--- src/hw/rtl/rbsf_pkg.sv ---
package rbsf_pkg;

  localparam int CFG_INDEX_WIDTH = 2;
  typedef logic [CFG_INDEX_WIDTH-1:0] cfg_index_t;

  localparam cfg_index_t CFG_IDX_FILTER_MODE = 2'd0;
  localparam cfg_index_t CFG_IDX_COEF_STATE  = 2'd1;
  localparam cfg_index_t CFG_IDX_COEF_INPUT  = 2'd2;

  typedef enum logic {
    MODE_DIFFERENCE = 1'b0,
    MODE_WEIGHTED   = 1'b1
  } filter_mode_t;

  localparam int COEF_STATE_RESET = 60621;
  localparam int COEF_INPUT_RESET = 63078;

endpackage

--- src/hw/rtl/rbsf_in_if.sv ---
interface rbsf_in_if #(
  parameter int FLOW_WIDTH = 16
);
  logic                  valid;
  logic                  ready;
  logic [FLOW_WIDTH-1:0] flow_sample;
  logic                  sample_missing;
  logic                  series_start;

  modport source (output valid, output flow_sample, output sample_missing,
                  output series_start, input ready);
  modport sink   (input valid, input flow_sample, input sample_missing,
                  input series_start, output ready);
endinterface

--- src/hw/rtl/rbsf_out_if.sv ---
interface rbsf_out_if #(
  parameter int FLOW_WIDTH = 16
);
  logic                         valid;
  logic                         ready;
  logic signed [FLOW_WIDTH:0]   baseflow_value;
  logic                         result_missing;

  modport source (output valid, output baseflow_value, output result_missing,
                  input ready);
  modport sink   (input valid, input baseflow_value, input result_missing,
                  output ready);
endinterface

--- src/hw/rtl/rbsf_cfg_if.sv ---
interface rbsf_cfg_if
  import rbsf_pkg::*;
#(
  parameter int COEF_FRAC_BITS = 16
);
  logic                      valid;
  logic                      ready;
  cfg_index_t                index;
  logic [COEF_FRAC_BITS-1:0] data;

  modport source (output valid, output index, output data, input ready);
  modport sink   (input valid, input index, input data, output ready);
endinterface

--- src/hw/rtl/rbsf_cfg_regs.sv ---
module rbsf_cfg_regs
  import rbsf_pkg::*;
#(
  parameter int COEF_FRAC_BITS = 16
) (
  input  logic                      clk,
  input  logic                      rst_n,
  rbsf_cfg_if.sink                  cfg_ch,
  output filter_mode_t              filter_mode,
  output logic [COEF_FRAC_BITS-1:0] coef_state,
  output logic [COEF_FRAC_BITS-1:0] coef_input
);

  localparam logic [COEF_FRAC_BITS-1:0] COEF_STATE_INIT = COEF_FRAC_BITS'(COEF_STATE_RESET);
  localparam logic [COEF_FRAC_BITS-1:0] COEF_INPUT_INIT = COEF_FRAC_BITS'(COEF_INPUT_RESET);

  filter_mode_t              filter_mode_r;
  logic [COEF_FRAC_BITS-1:0] coef_state_r;
  logic [COEF_FRAC_BITS-1:0] coef_input_r;

  assign cfg_ch.ready = 1'b1;

  always_ff @(posedge clk) begin
    if (!rst_n) begin
      filter_mode_r <= MODE_DIFFERENCE;
      coef_state_r  <= COEF_STATE_INIT;
      coef_input_r  <= COEF_INPUT_INIT;
    end else if (cfg_ch.valid) begin
      case (cfg_ch.index)
        CFG_IDX_FILTER_MODE: filter_mode_r <= filter_mode_t'(cfg_ch.data[0]);
        CFG_IDX_COEF_STATE:  coef_state_r  <= cfg_ch.data;
        CFG_IDX_COEF_INPUT:  coef_input_r  <= cfg_ch.data;
        default: ;
      endcase
    end
  end

  assign filter_mode = filter_mode_r;
  assign coef_state  = coef_state_r;
  assign coef_input  = coef_input_r;

endmodule

--- src/hw/rtl/rbsf_datapath.sv ---
module rbsf_datapath
  import rbsf_pkg::*;
#(
  parameter int FLOW_WIDTH     = 16,
  parameter int COEF_FRAC_BITS = 16
) (
  input  logic                        clk,
  input  logic                        rst_n,
  input  logic                        update_en,
  input  filter_mode_t                filter_mode,
  input  logic [COEF_FRAC_BITS-1:0]   coef_state,
  input  logic [COEF_FRAC_BITS-1:0]   coef_input,
  input  logic [FLOW_WIDTH-1:0]       flow,
  input  logic                        missing,
  input  logic                        start,
  output logic signed [FLOW_WIDTH:0]  base_out,
  output logic                        missing_out
);

  localparam int W  = FLOW_WIDTH;
  localparam int F  = COEF_FRAC_BITS;
  localparam int PW = W + F;
  localparam int IW = W + F + 2;
  localparam int AW = W + F + 3;
  localparam int RW = AW - F;
  localparam logic [AW-1:0] HALF = {{(AW-F){1'b0}}, 1'b1, {(F-1){1'b0}}};

  logic [W-1:0] filter_value_r, filter_value_nxt;
  logic [W-1:0] prev_flow_r;
  logic         prev_missing_r;

  logic                 restart;
  logic [PW-1:0]        prod_s;
  logic signed [W:0]    opnd;
  logic signed [IW-1:0] prod_i;
  logic signed [AW-1:0] acc;
  logic [AW-1:0]        rnd_sum;
  logic [RW-1:0]        rnd;
  logic                 acc_nonpos;
  logic                 rnd_high;
  logic [W-1:0]         quick;
  logic [W-1:0]         base_w;

  assign restart = start || prev_missing_r;

  always_comb begin
    prod_s = PW'(coef_state) * PW'(filter_value_r);
    if (filter_mode == MODE_WEIGHTED) begin
      opnd = $signed({1'b0, flow});
    end else begin
      opnd = $signed({1'b0, flow}) - $signed({1'b0, prev_flow_r});
    end
    prod_i  = $signed({{(IW-F){1'b0}}, coef_input}) * $signed({{(IW-W-1){opnd[W]}}, opnd});
    acc     = $signed({3'b000, prod_s}) + $signed({prod_i[IW-1], prod_i});
    rnd_sum = acc + HALF;
    rnd     = rnd_sum[AW-1:F];
    acc_nonpos = acc[AW-1] || (acc == '0);
    rnd_high   = |rnd[RW-1:W];

    // quickflow: zero floor, saturate at full scale
    if (acc_nonpos) begin
      quick = '0;
    end else if (rnd_high) begin
      quick = '1;
    end else begin
      quick = rnd[W-1:0];
    end

    // weighted baseflow never exceeds the flow
    if (rnd_high || (rnd[W-1:0] > flow)) begin
      base_w = flow;
    end else begin
      base_w = rnd[W-1:0];
    end

    if (filter_mode == MODE_WEIGHTED) begin
      filter_value_nxt = restart ? flow : base_w;
      base_out         = $signed({1'b0, filter_value_nxt});
    end else begin
      filter_value_nxt = restart ? '0 : quick;
      base_out         = $signed({1'b0, flow}) - $signed({1'b0, filter_value_nxt});
    end
    missing_out = missing;
    if (missing) begin
      base_out = '0;
    end
  end

  always_ff @(posedge clk) begin
    if (!rst_n) begin
      filter_value_r <= '0;
      prev_flow_r    <= '0;
      prev_missing_r <= 1'b1;
    end else if (update_en) begin
      if (missing) begin
        prev_missing_r <= 1'b1;
      end else begin
        filter_value_r <= filter_value_nxt;
        prev_flow_r    <= flow;
        prev_missing_r <= 1'b0;
      end
    end
  end

endmodule

--- src/hw/rtl/recursive_baseflow_separation_filter.sv ---
// channel   dir  payload                                handshake
// in_ch     in   flow_sample, sample_missing, series_start valid/ready
// out_ch    out  baseflow_value, result_missing         valid/ready
// cfg_ch    in   index, data                            valid/ready (ready always high)
//
// one beat in and one beat out per cycle while out_ch.ready is high; an input beat is
// held in the input stage, then moves to the output register and waits for out_ch.ready
// the filter state update and both multiplies sit between the input and output registers
// rst_n is synchronous: both stages empty, state cleared, weights at their defaults
// a stalled output holds the input stage; in_ch.ready stays high while the input stage
// is empty or moving into the output register
module recursive_baseflow_separation_filter
  import rbsf_pkg::*;
#(
  parameter int FLOW_WIDTH     = 16,
  parameter int COEF_FRAC_BITS = 16
) (
  input  logic       clk,
  input  logic       rst_n,
  rbsf_in_if.sink    in_ch,
  rbsf_out_if.source out_ch,
  rbsf_cfg_if.sink   cfg_ch
);

  filter_mode_t              filter_mode;
  logic [COEF_FRAC_BITS-1:0] coef_state;
  logic [COEF_FRAC_BITS-1:0] coef_input;

  logic                  s1_valid_r;
  logic [FLOW_WIDTH-1:0] s1_flow_r;
  logic                  s1_missing_r;
  logic                  s1_start_r;

  logic                       out_valid_r;
  logic signed [FLOW_WIDTH:0] out_base_r;
  logic                       out_missing_r;

  logic                       out_adv;
  logic                       s1_move;
  logic signed [FLOW_WIDTH:0] base_calc;
  logic                       missing_calc;

  rbsf_cfg_regs #(
    .COEF_FRAC_BITS(COEF_FRAC_BITS)
  ) u_cfg (
    .clk        (clk),
    .rst_n      (rst_n),
    .cfg_ch     (cfg_ch),
    .filter_mode(filter_mode),
    .coef_state (coef_state),
    .coef_input (coef_input)
  );

  assign out_adv     = !out_valid_r || out_ch.ready;
  assign s1_move     = s1_valid_r && out_adv;
  assign in_ch.ready = !s1_valid_r || out_adv;

  rbsf_datapath #(
    .FLOW_WIDTH    (FLOW_WIDTH),
    .COEF_FRAC_BITS(COEF_FRAC_BITS)
  ) u_dp (
    .clk        (clk),
    .rst_n      (rst_n),
    .update_en  (s1_move),
    .filter_mode(filter_mode),
    .coef_state (coef_state),
    .coef_input (coef_input),
    .flow       (s1_flow_r),
    .missing    (s1_missing_r),
    .start      (s1_start_r),
    .base_out   (base_calc),
    .missing_out(missing_calc)
  );

  always_ff @(posedge clk) begin
    if (!rst_n) begin
      s1_valid_r  <= 1'b0;
      out_valid_r <= 1'b0;
    end else begin
      if (in_ch.ready) begin
        s1_valid_r <= in_ch.valid;
      end
      if (out_adv) begin
        out_valid_r <= s1_valid_r;
      end
    end
  end

  always_ff @(posedge clk) begin
    if (in_ch.valid && in_ch.ready) begin
      s1_flow_r    <= in_ch.flow_sample;
      s1_missing_r <= in_ch.sample_missing;
      s1_start_r   <= in_ch.series_start;
    end
    if (s1_move) begin
      out_base_r    <= base_calc;
      out_missing_r <= missing_calc;
    end
  end

  assign out_ch.valid          = out_valid_r;
  assign out_ch.baseflow_value = out_base_r;
  assign out_ch.result_missing = out_missing_r;

endmodule
--- src/flat_wrapper.sv ---
// flat-port wrapper written by rule: the top's interface ports become plain ports
module recursive_baseflow_separation_filter_flat import rbsf_pkg::*;
#(
  parameter int FLOW_WIDTH     = 16,
  parameter int COEF_FRAC_BITS = 16
)
  (clk, rst_n, in_ch_valid, in_ch_flow_sample, in_ch_sample_missing, in_ch_series_start, in_ch_ready, out_ch_valid, out_ch_baseflow_value, out_ch_result_missing, out_ch_ready, cfg_ch_valid, cfg_ch_index, cfg_ch_data, cfg_ch_ready);
  rbsf_in_if #(.FLOW_WIDTH(FLOW_WIDTH)) in_ch_i ();
  rbsf_out_if #(.FLOW_WIDTH(FLOW_WIDTH)) out_ch_i ();
  rbsf_cfg_if #(.COEF_FRAC_BITS(COEF_FRAC_BITS)) cfg_ch_i ();
  input  logic clk;
  input  logic rst_n;
  input wire logic [$bits(in_ch_i.valid)-1:0] in_ch_valid;
  input wire logic [$bits(in_ch_i.flow_sample)-1:0] in_ch_flow_sample;
  input wire logic [$bits(in_ch_i.sample_missing)-1:0] in_ch_sample_missing;
  input wire logic [$bits(in_ch_i.series_start)-1:0] in_ch_series_start;
  output wire logic [$bits(in_ch_i.ready)-1:0] in_ch_ready;
  output wire logic [$bits(out_ch_i.valid)-1:0] out_ch_valid;
  output wire logic [$bits(out_ch_i.baseflow_value)-1:0] out_ch_baseflow_value;
  output wire logic [$bits(out_ch_i.result_missing)-1:0] out_ch_result_missing;
  input wire logic [$bits(out_ch_i.ready)-1:0] out_ch_ready;
  input wire logic [$bits(cfg_ch_i.valid)-1:0] cfg_ch_valid;
  input wire logic [$bits(cfg_ch_i.index)-1:0] cfg_ch_index;
  input wire logic [$bits(cfg_ch_i.data)-1:0] cfg_ch_data;
  output wire logic [$bits(cfg_ch_i.ready)-1:0] cfg_ch_ready;
  assign in_ch_i.valid = in_ch_valid;
  assign in_ch_i.flow_sample = in_ch_flow_sample;
  assign in_ch_i.sample_missing = in_ch_sample_missing;
  assign in_ch_i.series_start = in_ch_series_start;
  assign in_ch_ready = in_ch_i.ready;
  assign out_ch_valid = out_ch_i.valid;
  assign out_ch_baseflow_value = out_ch_i.baseflow_value;
  assign out_ch_result_missing = out_ch_i.result_missing;
  assign out_ch_i.ready = out_ch_ready;
  assign cfg_ch_i.valid = cfg_ch_valid;
  assign cfg_ch_i.index = cfg_ch_index;
  assign cfg_ch_i.data = cfg_ch_data;
  assign cfg_ch_ready = cfg_ch_i.ready;
  recursive_baseflow_separation_filter #(.FLOW_WIDTH(FLOW_WIDTH), .COEF_FRAC_BITS(COEF_FRAC_BITS)) u_core (.clk(clk), .rst_n(rst_n), .in_ch(in_ch_i), .out_ch(out_ch_i), .cfg_ch(cfg_ch_i));
endmodule
--- config.mk ---
export PLATFORM = sky130hd
export DESIGN_NAME = recursive_baseflow_separation_filter_flat
export DESIGN_NICKNAME = d
export VERILOG_FILES = /design/src/hw/rtl/rbsf_pkg.sv /design/src/hw/rtl/rbsf_in_if.sv /design/src/hw/rtl/rbsf_out_if.sv /design/src/hw/rtl/rbsf_cfg_if.sv /design/src/hw/rtl/rbsf_cfg_regs.sv /design/src/hw/rtl/rbsf_datapath.sv /design/src/hw/rtl/recursive_baseflow_separation_filter.sv /design/src/flat_wrapper.sv
export SDC_FILE = /design/constraint.sdc
export NUM_CORES = 2
export LEC_CHECK = 0
export BUFFER_PORTS_ARGS = -buffer_cell sky130_fd_sc_hd__clkbuf_2
export CAP_MARGIN = 20
export CORE_ASPECT_RATIO = 1.5
export CORE_MARGIN = 2
export CORE_UTILIZATION = 35
export CTS_BUF_LIST = sky130_fd_sc_hd__clkbuf_8 sky130_fd_sc_hd__clkbuf_16
export DETAILED_ROUTE_END_ITERATION = 16
export PLACE_DENSITY = 0.55
export SLEW_MARGIN = 10
export SYNTH_ARGS = -nofsm -noshare
export SYNTH_HDL_FRONTEND = slang
export SYNTH_HIERARCHICAL = 1
export SYNTH_SLANG_ARGS = --single-unit
--- constraint.sdc ---
create_clock -name clk -period 20.1 [get_ports clk]
set_input_delay 1.005 -clock clk [delete_from_list [all_inputs] [get_ports clk]]
set_output_delay 1.005 -clock clk [all_outputs]
set_load 0.02 [all_outputs]
Word level (Yosys, flattened, before mapping)
Cells that the tools add are included.
- output and inout bits: 21
- register bits after elaboration: 104
- bits of input ports: 41
- reduce and logical (&&, ||, !) cells: 17
- $mul: 2
- bitwise gates (word level): 1
- $lt $le $gt $ge: 1
- eq/ne operators: 2
- multiplexer cells: 9
- $add $sub $neg: 4
- operators by type and width (kind ; count):
    two-way mux 16 bit ; 7
    adder 33 x 34 -> 35 bit ; 1
    adder 35 x 16 -> 35 bit (second input constant) ; 1
    zero test 35 bit ; 1
    multiplier 17 x 17 -> 34 bit ; 1
    subtractor 16 x 16 -> 17 bit ; 2
    multiplier 16 x 16 -> 32 bit ; 1
    two-way mux 17 bit ; 1
    > comparator 16 bit ; 1
    AND reduction 2 bit ; 4
    logical OR 1 bit ; 5
    OR reduction 3 bit ; 1
    == test 2 x 1 -> 1 bit (second input constant) ; 1
    == test 2 bit (second input constant) ; 1
    logical AND 1 bit ; 2
    zero test 1 bit ; 2
    zero test 2 bit ; 1
    OR reduction 2 bit ; 1
    two-way mux 1 bit ; 1
    NOT 1 bit ; 1

Depth between registers and ports, before layout
- depth after elaboration: 11
- depth in mapped cells: 59
- depth with buffers taken out: 57

Cells and area by module
Netlist, hierarchy kept.
- by module, submodules not included (module ; area an instance (um^2) ; cells each ; sequential area each (um^2) ; times used):
    rbsf_datapath ; 22783.1 ; 2727 ; 660.6 ; 1
    rbsf_cfg_regs ; 1391.3 ; 141 ; 660.6 ; 1
    recursive_baseflow_separation_filter ; 1184.9 ; 45 ; 1121.1 ; 1

Least setup slack after synthesis
Ideal clock, no wire load.
- kind: register to register
- start point: register u_core.u_cfg.coef_state_r[6] (netlist: u_core/u_cfg/coef_state[6])
- end point: register u_core.out_base_r[16] (netlist: u_core/out_ch.baseflow_value[16]), data pin
- data arrival time: 14006 ps
- path slack: 5887 ps
- cell stages (with the launch flop): 54
- library setup time: 207 ps
- period minus slack after synthesis: 14213 ps
- cells stage by stage: dfxtp_1 clkbuf_1 and2_1 fa_1 inv_1 fa_1 inv_1 ha_1 fa_1 fa_1 inv_1 fa_1 inv_1 ha_1 a21o_1 a21oi_1 o21ai_0 a211oi_1 (+18 left out) or4_1 or4_4 o31a_1 o21a_2 nor2_1 o21ai_0 fa_1 a21o_1 a21o_1 a21o_1 a21o_1 a21o_1 a21oi_1 o21ai_0 o41ai_1 o21a_1 o21bai_1 a2111oi_0
- longest elaborated chain between the ends: 8
- elaborated cells on any way between the ends: 10
- RTL lines (item ; RTL line ; text):
    start, declared ; rbsf_cfg_regs.sv:18 ; logic [COEF_FRAC_BITS-1:0] coef_state_r;
    start signal, assigned ; rbsf_cfg_regs.sv:31 ; CFG_IDX_COEF_STATE: coef_state_r <= cfg_ch.data;
    multiplier 16 x 16 -> 32 bit * ; rbsf_datapath.sv:47 ; prod_s = PW'(coef_state) * PW'(filter_value_r);
    adder 33 x 34 -> 35 bit * ; rbsf_datapath.sv:54 ; acc = $signed({3'b000, prod_s}) + $signed({prod_i[IW-1], prod_i});
    adder 35 x 16 -> 35 bit ; rbsf_datapath.sv:55 ; rnd_sum = acc + HALF;
    OR reduction 3 bit ; rbsf_datapath.sv:58 ; rnd_high = |rnd[RW-1:W];
    two-way mux 16 bit ; rbsf_datapath.sv:63 ; end else if (rnd_high) begin
    two-way mux 16 bit * ; rbsf_datapath.sv:61 ; if (acc_nonpos) begin
    two-way mux 16 bit * ; rbsf_datapath.sv:80 ; filter_value_nxt = restart ? '0 : quick;
    subtractor 16 x 16 -> 17 bit * ; rbsf_datapath.sv:81 ; base_out = $signed({1'b0, flow}) - $signed({1'b0, filter_value_nxt});
    end signal, assigned ; recursive_baseflow_separation_filter.sv:96 ; out_base_r <= base_calc;
    end, declared ; recursive_baseflow_separation_filter.sv:35 ; logic signed [FLOW_WIDTH:0] out_base_r;
Every way passes the cells marked *; elsewhere a longest branch is shown, timed or not.
A chain may end at the register's enable or synchronous reset.

Worst setup path after layout
- start point: register u_core.u_cfg.coef_state_r[7] (netlist: u_core/u_cfg/coef_state[7])
- end point: register u_core.out_base_r[16] (netlist: u_core/out_ch.baseflow_value[16]), data pin
Same word-level chain as after synthesis.

==> results.sh <==
export IMPL_dieArea_um2=74700
export IMPL_synth_top_area_share=0.345
export IMPL_vias=19629
export IMPL_worstReg2RegEnd="u_core/out_ch.baseflow_value[16]"
export IMPL_place_congestion=0.887
export IMPL_reg2reg_depth=54
export IMPL_synth_top_family_by_area="adder cells"
export IMPL_clk_latency_ns=0.41
export IMPL_fin_nets=3673
export IMPL_relSlewSlack=0.328
export IMPL_hold_slack_ns=0.465
export IMPL_slowest_delay_ns=0.55
export IMPL_yosysMostFrequentCell="inv_1"
export IMPL_drt_wl_total_mm=71.5
export IMPL_syn_inst=2913
export IMPL_synthesis_area_um2=25400
export IMPL_initial_utilization=0.354
export IMPL_critPathRequiredTime_ns=20.27
export IMPL_grt_pass1_vias=20088
export IMPL_ctsResizeCount=0
export IMPL_fill_cells=7341
export IMPL_rows=120
export IMPL_grt_setup_unrepaired="no"
export IMPL_synth_area_top_cells="fa_1, ha_1, inv_1, nand2_1, dfxtp_1"
export IMPL_synth_distinct_cells=84
export IMPL_clkTransAtPathRegs_ns=0.10
export IMPL_drive_gt1_frac=0.0600
export IMPL_n_antenna_cell=0
export IMPL_crit_top_cell="fa_1"
export IMPL_hold_class="reg -> reg"
export IMPL_pin_count=62
export IMPL_critPathKind="reg -> reg"
export IMPL_critPathMaxFanout=17
export IMPL_antenna_found_initial=0
export IMPL_maxCapViolCount=0
export IMPL_grt_overflow=0
export IMPL_slowest_stage="dfxtp_1"
export IMPL_synth_xor_area_share=0.0273
export IMPL_die_y_um=334
export IMPL_drc=0
export IMPL_synth_compound_area_frac=0.105
export IMPL_drtAntennaViolNets=0
export IMPL_ctsHtreeMaxLevel=3
export IMPL_wire_per_inst_um=18.7
export IMPL_slew_violations=0
export IMPL_clockBufferDepth=2
export IMPL_synth_ff_type="dfxtp_1"
export IMPL_via_per_inst=5.12
export IMPL_synth_simple_area_share=0.171
export IMPL_period_share=0.776
export IMPL_min_period_ns=15.59
export IMPL_core_area_um2=71600
export IMPL_clock_sinks=104
export IMPL_seq_area_frac_synth=0.0963
export IMPL_regArea_um2=2440
export IMPL_multi_input_comb_area_um2=20400
export IMPL_critPathArrivalTime_ns=15.77
export IMPL_setup_tns_ns=0
export IMPL_crit_path_start_kind="register"
export IMPL_crit_start="u_core/u_cfg/coef_state[7]"
export IMPL_synthTopCellsByCount="inv_1, nand2_1, fa_1, ha_1, and2_1"
export IMPL_yosysTopAreaCell="fa_1"
export IMPL_synthAdderAreaFrac=0.485
export IMPL_hold_buffers=0
export IMPL_synth_fp_nets=3674
export IMPL_grt_max_degree=46
export IMPL_timing_fmax_mhz=64.1
export IMPL_synth_edf_count=36
export IMPL_portBuffers=60
export IMPL_status="complete, no violations"
export IMPL_fin_worst_skew_ns=0.0277
export IMPL_dr_pass1_iters=7
export IMPL_grt_pass1_wl_mm=112
export IMPL_root_buffer="clkbuf_16"
export IMPL_drt_iter0_markers=942
export IMPL_track_usage=0.195
export IMPL_syn_to_final_growth_pct=6.60
export IMPL_worstSetupEndpoint="u_core/out_ch.baseflow_value[16]"
export IMPL_dp_final_hpwl_mm=59.6
export IMPL_dieWidth_um=224
export IMPL_ys_ff_latch=104
export IMPL_postSynthAreaPerCell_um2=8.71
export IMPL_synthArstFlopShare=0
export IMPL_yosysWarningCount=6
export IMPL_cts_buffers=9
export IMPL_timing_rr_start="u_core/u_cfg/coef_state[7]"
export IMPL_setup_viol=0
export IMPL_cts_tree="done"
export IMPL_postCtsSetupBuffers=0
export IMPL_reg2reg_slack_ns=4.51
export IMPL_worst_slew_pin_slew_ns=1.01
export IMPL_synth_mux_area_frac=0.0115
export IMPL_crit_path_end_kind="register"
export IMPL_finalHoldViolCount=0
-- placed cells by master (no fill, tap or decap), types with 6 or more instances in the layout --
master     Yosys  layout
edfxtp_1      36      36
buf_4          4      39
nand3_1       29      29
and2_1       204     204
or2_2         23      23
xnor2_1       47      47
clkbuf_16      0       9
nor2_1        69      69
nand4_1        9       9
nor3_1        24      24
inv_1        578     578
mux2i_1       28      28
o21ai_0       73      71
xor2_1        32      32
a21o_1        33      33
o2111ai_1      6       6
fa_1         437     437
o21ai_1       24      23
a21oi_1       83      82
nand2b_1       8       8
ha_1         283     283
nand4b_1      10      10
a211o_1       10      10
o21bai_1      13      13
nand2_1      444     444
and3_1         7       7
o211ai_1      19      19
or3_1         10      10
dfxtp_1       68      67
o31ai_1       12       7
clkbuf_2       0      59
o21a_1        18      18
or4_1          6       6
nor2b_1       29      27
a211oi_1      16      16
o21ai_2        3       6
a21boi_0      24      24
a31oi_1       12      12
-- worst min-delay path by stage --
| stage | startpoint | endpoint | slack, ns | cells after the start |
|---|---|---|---|---|
| floorplan | u_core/u_cfg/filter_mode | u_core/u_cfg/filter_mode | 0.43 | 2 |
| global placement | u_core/u_dp/prev_flow_r[12] | u_core/u_dp/prev_flow_r[12] | 0.45 | 2 |
| detailed placement | u_core/u_dp/prev_flow_r[15] | u_core/u_dp/prev_flow_r[15] | 0.46 | 2 |
| CTS | u_core/u_dp/prev_flow_r[14] | u_core/u_dp/prev_flow_r[14] | 0.47 | 2 |
| global route | u_core/u_cfg/filter_mode | u_core/u_cfg/filter_mode | 0.49 | 2 |
| finish | u_core/u_dp/prev_flow_r[14] | u_core/u_dp/prev_flow_r[14] | 0.47 | 2 |
-- logic make-up after synthesis --
family	count (synthesis)
AOI/OAI and AO/OA	394
xor gates and xnor gates	79
adders and majority gates	720
buffers and inverters	691
DFF	104
muxes	29
other	1
and+or+nand+nor	895
-- routing by layer --
metal | global-route usage | share of wire | vias to the layer above
met4 | 0.0892 | 0.046 | 0
li1 | - | - | 9140
met2 | 0.370 | 0.54 | 498
met3 | 0.0150 | 0.035 | 124
met5 | 0 | 0 | -
met1 | 0.219 | 0.38 | 9867
-- critical path, delay by kind of cell, from the launching register on --
family	cells	cell delay (ns)
fa+ha+maj	16	6.95
simple gates	6	1.92
compound gates	23	5.38
flops	1	0.55
buf+inv	8	0.42
xor+xnor	1	0.13
-- registers in the layout, indices dropped and copies added (netlist names) --
| register | cells |
|---|---|
| u_core/out_ch.baseflow_value | 17 |
| u_core/out_ch.result_missing | 1 |
| u_core/s1_valid_r | 1 |
| u_core/s1_missing_r | 1 |
| u_core/u_cfg/filter_mode | 1 |
| u_core/u_dp/filter_value_r | 16 |
| u_core/u_cfg/coef_input | 16 |
| u_core/out_ch.valid | 1 |
| u_core/u_dp/prev_flow_r | 16 |
| u_core/u_dp/prev_missing_r | 1 |
| u_core/s1_flow_r | 16 |
| u_core/u_cfg/coef_state | 16 |
| u_core/s1_start_r | 1 |
-- layout make-up --
type | count | area share
clock buffer | 9 | 0.00833
inverter | 580 | 0.0805
clock inverter | 7 | 0.00361
timing repair buffer | 99 | 0.0219
multi-input combinational | 2118 | 0.753
sequential | 104 | 0.0904
tap | 915 | 0.0423
-- stage by stage --
stage	utilization	cells	setup WS, ns	area [um2]
floorplan	-	2913	5.89	25400
global route	0.377	3832	3.42	27000
finish	0.377	3832	4.51	27000
global placement	0.373	3816	4.69	26700
detailed placement	0.373	3816	4.56	26700
CTS	0.377	3832	4.50	27000
Power is not shown: default switching activity piles up to over one toggle a cycle in this logic, so the estimate is an artifact.
